<file path="config.mk">
export PLATFORM = sky130hd
export DESIGN_NAME = grcd_ctrl
export DESIGN_NICKNAME = d
export VERILOG_FILES = /design/src/grcd_pkg.sv /design/src/grcd_ctrl.sv
export SDC_FILE = /design/constraint.sdc
export NUM_CORES = 1
export LEC_CHECK = 0
export BUFFER_PORTS_ARGS = -buffer_cell sky130_fd_sc_hd__buf_2
export CORE_UTILIZATION = 54
export DETAILED_ROUTE_END_ITERATION = 8
export PLACE_DENSITY = 0.89
export SLEW_MARGIN = 10
export SYNTH_ARGS = -nofsm -noshare
export SYNTH_HDL_FRONTEND = slang
export SYNTH_SLANG_ARGS = --single-unit
</file>
<file path="constraint.sdc">
create_clock -name i_clk -period 2.61 [get_ports i_clk]
set_input_delay 0.3915 -clock i_clk [delete_from_list [all_inputs] [get_ports i_clk]]
set_output_delay 0.3915 -clock i_clk [all_outputs]
set_load 0.02 [all_outputs]
</file>
<file path="src/grcd_pkg.sv">
package grcd_pkg;

    // Default sizes of the block.
    localparam int MAP_DIM_DEF   = 64;
    localparam int SCREEN_W_DEF  = 1024;
    localparam int MAX_STEPS_DEF = 128;

    // Configuration register indexes.
    localparam int          CFG_IDX_W = 3;
    localparam logic [2:0]  CFG_POS_X   = 3'd0;
    localparam logic [2:0]  CFG_POS_Y   = 3'd1;
    localparam logic [2:0]  CFG_DIR_X   = 3'd2;
    localparam logic [2:0]  CFG_DIR_Y   = 3'd3;
    localparam logic [2:0]  CFG_PLANE_X = 3'd4;
    localparam logic [2:0]  CFG_PLANE_Y = 3'd5;
    localparam int          CFG_W       = 16;

    localparam logic [15:0] RST_POS_X   = 16'd0;
    localparam logic [15:0] RST_POS_Y   = 16'd0;
    localparam logic [15:0] RST_DIR_X   = 16'd16384;
    localparam logic [15:0] RST_DIR_Y   = 16'd0;
    localparam logic [15:0] RST_PLANE_X = 16'd0;
    localparam logic [15:0] RST_PLANE_Y = 16'd10813;

    // Opcodes, cell codes and hit sides.
    localparam logic       OP_WRITE     = 1'b0;
    localparam logic       OP_CAST      = 1'b1;
    localparam logic [7:0] CODE_EMPTY   = 8'd0;
    localparam logic [7:0] CODE_SPECIAL = 8'd3;
    localparam logic [1:0] SIDE_X       = 2'd0;
    localparam logic [1:0] SIDE_Y       = 2'd1;
    localparam logic [1:0] SIDE_SPECIAL = 2'd2;

    // Field widths.
    localparam int COORD_W = 6;
    localparam int CODE_W  = 8;
    localparam int COL_W   = 10;
    localparam int DIST_W  = 20;
    localparam int SIDE_W  = 2;
    localparam logic [DIST_W-1:0] DIST_MAX = '1;

    // Datapath widths, sized for the largest parameter values.
    localparam int CAM_W  = 22;
    localparam int PROD_W = CFG_W + CAM_W;
    localparam int RAY_W  = 24;
    localparam int MAG_W  = RAY_W - 1;
    localparam int OFF_W  = 20;
    localparam int P_W    = OFF_W + MAG_W;
    localparam int DVD_W  = 34;
    localparam int DVS_W  = MAG_W;

    localparam logic [CAM_W-1:0] ONE_Q14 = CAM_W'(16384);
    localparam logic [10:0]      ONE_Q10 = 11'd1024;

    typedef struct packed {
        logic wr_cell;
        logic ld_col;
        logic ld_cam;
        logic mul;
        logic ray;
        logic init;
        logic step;
        logic check;
        logic dist_start;
        logic ld_dist;
        logic set_nohit;
        logic push;
    } t_cmd;

    typedef struct packed {
        logic div_done;
        logic init_miss;
        logic step_out;
        logic cell_hit;
    } t_sts;

endpackage

</file>
<file path="src/grcd_ctrl.sv">
module grcd_ctrl #(
    parameter int MAX_STEPS = grcd_pkg::MAX_STEPS_DEF
) (
    input  logic           i_clk,
    input  logic           i_rst_n,
    input  logic           i_s_valid,
    input  logic           i_s_op,
    output logic           o_s_ready,
    output logic           o_m_valid,
    input  logic           i_m_ready,
    output grcd_pkg::t_cmd o_cmd,
    input  grcd_pkg::t_sts i_sts
);

    localparam int NW = $clog2(MAX_STEPS + 1);

    typedef enum logic [3:0] {
        S_IDLE,
        S_CAM,
        S_MUL,
        S_RAY,
        S_INIT,
        S_STEP,
        S_CHECK,
        S_DIST_GO,
        S_DIST_WAIT,
        S_DONE
    } t_state;

    t_state        r_state, n_state;
    logic [NW-1:0] r_cnt, n_cnt;
    logic          r_m_valid;

    always_comb begin
        o_cmd   = '0;
        n_state = r_state;
        n_cnt   = r_cnt;
        case (r_state)
            S_IDLE: begin
                if (i_s_valid) begin
                    if (i_s_op == grcd_pkg::OP_CAST) begin
                        o_cmd.ld_col = 1'b1;
                        n_state      = S_CAM;
                    end else begin
                        o_cmd.wr_cell = 1'b1;
                    end
                end
            end
            S_CAM: begin
                o_cmd.ld_cam = 1'b1;
                n_state      = S_MUL;
            end
            S_MUL: begin
                o_cmd.mul = 1'b1;
                n_state   = S_RAY;
            end
            S_RAY: begin
                o_cmd.ray = 1'b1;
                n_state   = S_INIT;
            end
            S_INIT: begin
                n_cnt = '0;
                if (i_sts.init_miss) begin
                    o_cmd.set_nohit = 1'b1;
                    n_state         = S_DONE;
                end else begin
                    o_cmd.init = 1'b1;
                    n_state    = S_STEP;
                end
            end
            S_STEP: begin
                o_cmd.step = 1'b1;
                n_cnt      = r_cnt + 1'b1;
                if (i_sts.step_out) begin
                    o_cmd.set_nohit = 1'b1;
                    n_state         = S_DONE;
                end else begin
                    n_state = S_CHECK;
                end
            end
            S_CHECK: begin
                o_cmd.check = 1'b1;
                if (i_sts.cell_hit) begin
                    n_state = S_DIST_GO;
                end else if (r_cnt == NW'(MAX_STEPS)) begin
                    o_cmd.set_nohit = 1'b1;
                    n_state         = S_DONE;
                end else begin
                    n_state = S_STEP;
                end
            end
            S_DIST_GO: begin
                o_cmd.dist_start = 1'b1;
                n_state          = S_DIST_WAIT;
            end
            S_DIST_WAIT: begin
                if (i_sts.div_done) begin
                    o_cmd.ld_dist = 1'b1;
                    n_state       = S_DONE;
                end
            end
            S_DONE: begin
                // The result moves to the output register once the slot is free.
                if (!r_m_valid || i_m_ready) begin
                    o_cmd.push = 1'b1;
                    n_state    = S_IDLE;
                end
            end
            default: begin
                n_state = S_IDLE;
            end
        endcase
    end

    always_ff @(posedge i_clk) begin
        if (!i_rst_n) begin
            r_state   <= S_IDLE;
            r_cnt     <= '0;
            r_m_valid <= 1'b0;
        end else begin
            r_state <= n_state;
            r_cnt   <= n_cnt;
            if (o_cmd.push) begin
                r_m_valid <= 1'b1;
            end else if (i_m_ready) begin
                r_m_valid <= 1'b0;
            end
        end
    end

    assign o_s_ready = (r_state == S_IDLE);
    assign o_m_valid = r_m_valid;

endmodule

</file>
==> flow_metrics.py <==
metrics = {
    "layout": {
        "fin_cells": 149,
        "final_cell_area_sq_um": 975,
        "nFillCells": 137,
        "fin_nets": 145,
        "area_growth_pct": 12.2,
        "drive_gt1_share_pct": 22.6,
        "antenna_cells": 0,
    },
    "clock_network": {
        "clk_latency_ps": 290,
        "clkTransAtPathRegs_ps": 80,
        "cts-buffers-inserted": 3,
        "root_buffer": "clkbuf_4",
        "clock_path_buffers": 2,
        "ctsResizeCount": 0,
        "htree_levels": 1,
        "tritoncts": "done",
        "postCtsSetupBuffers": 0,
        "cts_sinks": 13,
        "hold_buffers": 0,
    },
    "placement": {
        "place.gp.congestion": 0.865,
        "dpl_worst_slack_ps": 720,
        "dp.cells": 145,
        "place_area_sq_um": 948,
        "dp_hpwl_um": 1450,
        "portBuffers": 22,
    },
    "logic_synthesis": {
        "synth.net_count": 125,
        "yosysSeqAreaShare_pct": 30.0,
        "ys_seq_elements": 13,
        "synth_warnings": 0,
        "synth_area_leaders": "dfxtp_1 (30%), nand2_1 (5.6%), nor2_1 (5.6%), nand3_1 (4.0%), a21oi_1 (3.5%)",
        "syn-cell-area_sq_um": 868,
        "synth_edf_count": 0,
        "yosysTopAreaCell": "dfxtp_1",
        "netlist_top_cells_count": "dfxtp_1 (13), nand2_1 (13), nor2_1 (13)",
        "async_flop_share_pct": 0,
        "synthCells": 114,
        "ys_types": 40,
        "synth_ff_type": "dfxtp_1",
        "synth_top_area_share_pct": 30.0,
        "syn_area_per_cell_sq_um": 7.62,
    },
    "floorplan": {
        "start_util_pct": 57.6,
        "num_rows": 14,
        "die_h_um": 42.1,
        "dieArea_sq_mm": 0.00177,
        "die_x_um": 42.1,
        "io_pins": 23,
        "core_area_sq_mm": 0.00151,
    },
    "timing": {
        "slew_violations": 0,
        "relSlewSlack_pct": 54.2,
        "setup-violations-final": 0,
        "clock_skew_ps": 3.52,
        "max_freq_mhz": 439,
        "finalCriticalPeriod_ps": 2280,
        "rsz0062_at_grt": "no",
        "fin_ws_ps": 332,
        "hold_viol_final": 0,
        "worstMarginPinSlew_ps": 687,
        "fin_crit_sh_pct": 87.3,
        "fin_setup_tns_ps": 0,
    },
    "drt": {
        "wl_per_cell_um": 13.8,
        "vias": 887,
        "finalWirelength_um": 2050,
        "drtIter0Drc": 37,
        "vias_per_cell": 5.95,
        "drtAntennaViolNets": 0,
        "drt_pass1_iterations": 4,
        "drc_errors": 0,
    },
    "power": {
        "ir_drop_mv": 0.461,
        "p_per_area_mw_per_mm2": 576,
        "power.leakage_nw": 0.399,
    },
    "global_route": {
        "antenna_found_initial": 0,
        "grt_pass1_vias": 769,
        "grtUsageTotal_pct": 24.6,
        "grt-ovfl-total": 0,
        "grt_max_degree": 22,
        "grt_pass1_wl_um": 3390,
    },
    "flow_run": {
        "max_cap_violations": 0,
    },
    "critical_path": {
        "critPathMaxStageDelay_ps": 570,
        "start_kind": "flop",
        "required_ps": 2220,
        "end_kind": "primary output",
        "worst_path_max_delay_cell": "dfxtp_1",
        "cp_max_fo": 10,
        "crit_type": "flop to primary output",
        "worstPathCellList": "nand2b_1 > nor3b_1 > a31o_2 > buf_2",
        "cp.arrival_ps": 1890,
    },
    "run_status": {
        "run_status": "completed",
    },
    "min_path": {
        "hold_class": "input port to flop",
    },
}
==> per-layer routing <==
layer / routed length (um) / global-route usage, %
met1: 960 / 35.3
met2: 905 / 35.6
met3: 152 / 4.31
met4: 31 / 11.9
met5: 0 / 0
==> registers in the layout, summed over array words and instances, names as in the netlist <==
name,cells
r_cnt,8
r_state,4
o_m_valid,1
==> per-stage QoR <==
step | utilization (%) | hold WS (ps) | total power, mW
final | 64.7 | 374 | 0.562
after global placement | 63.0 | 485 | 0.426
after detailed placement | 63.0 | 493 | 0.430
after global routing | 64.7 | 373 | 0.591
after CTS | 64.7 | 370 | 0.560
after floorplan | - | 462 | 0.397
==> power breakdown <==
group	switching (mW)	leakage [nW]	internal, mW
Clock	0.0722	0.0150	0.0595
Combinational	0.106	0.279	0.0713
Sequential	0.0435	0.105	0.209
Total	0.222	0.399	0.340
==> area by class of cell <==
type | count | area (sq um) | share of cell area [%]
Timing Repair Buffer | 22 | 110 | 11.3
Multi-Input combinational cell | 87 | 532 | 54.6
Tap cell | 16 | 20.0 | 2.05
Inverter | 7 | 26.3 | 2.70
Clock buffer | 4 | 26.3 | 2.70
Sequential cell | 13 | 260 | 26.7
==> worst max-delay path, delay by kind of cell (launching register included) <==
kind	cells	cell delay (ps)
simple gates	2	620
flops	1	570
compound gates	1	250
buf+inv	1	160
==> cell families after synthesis <==
| group | count (synthesis) | synth area share (%) |
|---|---|---|
| AO/OA/AOI/OAI | 25 | 19.9 |
| XOR/XNOR | 1 | 1.01 |
| adder cells (fa/ha/maj) | 2 | 2.88 |
| buffers and inverters | 14 | 8.79 |
| flip-flops | 13 | 30.0 |
| multiplexers | 1 | 1.15 |
| AND/OR/NAND/NOR | 58 | 36.3 |
==> layout by cell type (no fill, tap or decap), types with 3 or more instances in the layout <==
cell type  count
a21oi_1        6
a31oi_1        3
buf_2         22
clkbuf_4       3
dfxtp_1       13
inv_1          7
nand2_1       13
nand2b_1       3
nand3_1        7
nor2_1        13
nor3_1         6
o21ai_0        4
==> worst paths after layout <==
kind	from	to	slack, ps	cells after the start
worst max register to register	r_state[0]	r_state[3]	860	4
worst min-delay path	i_rst_n	r_state[3]	370	2
worst max-delay path	r_state[1]	o_cmd[1]	330	4
worst min register to register	r_cnt[6]	r_cnt[6]	510	1
No activity file was read; power rests on OpenSTA's default activity.
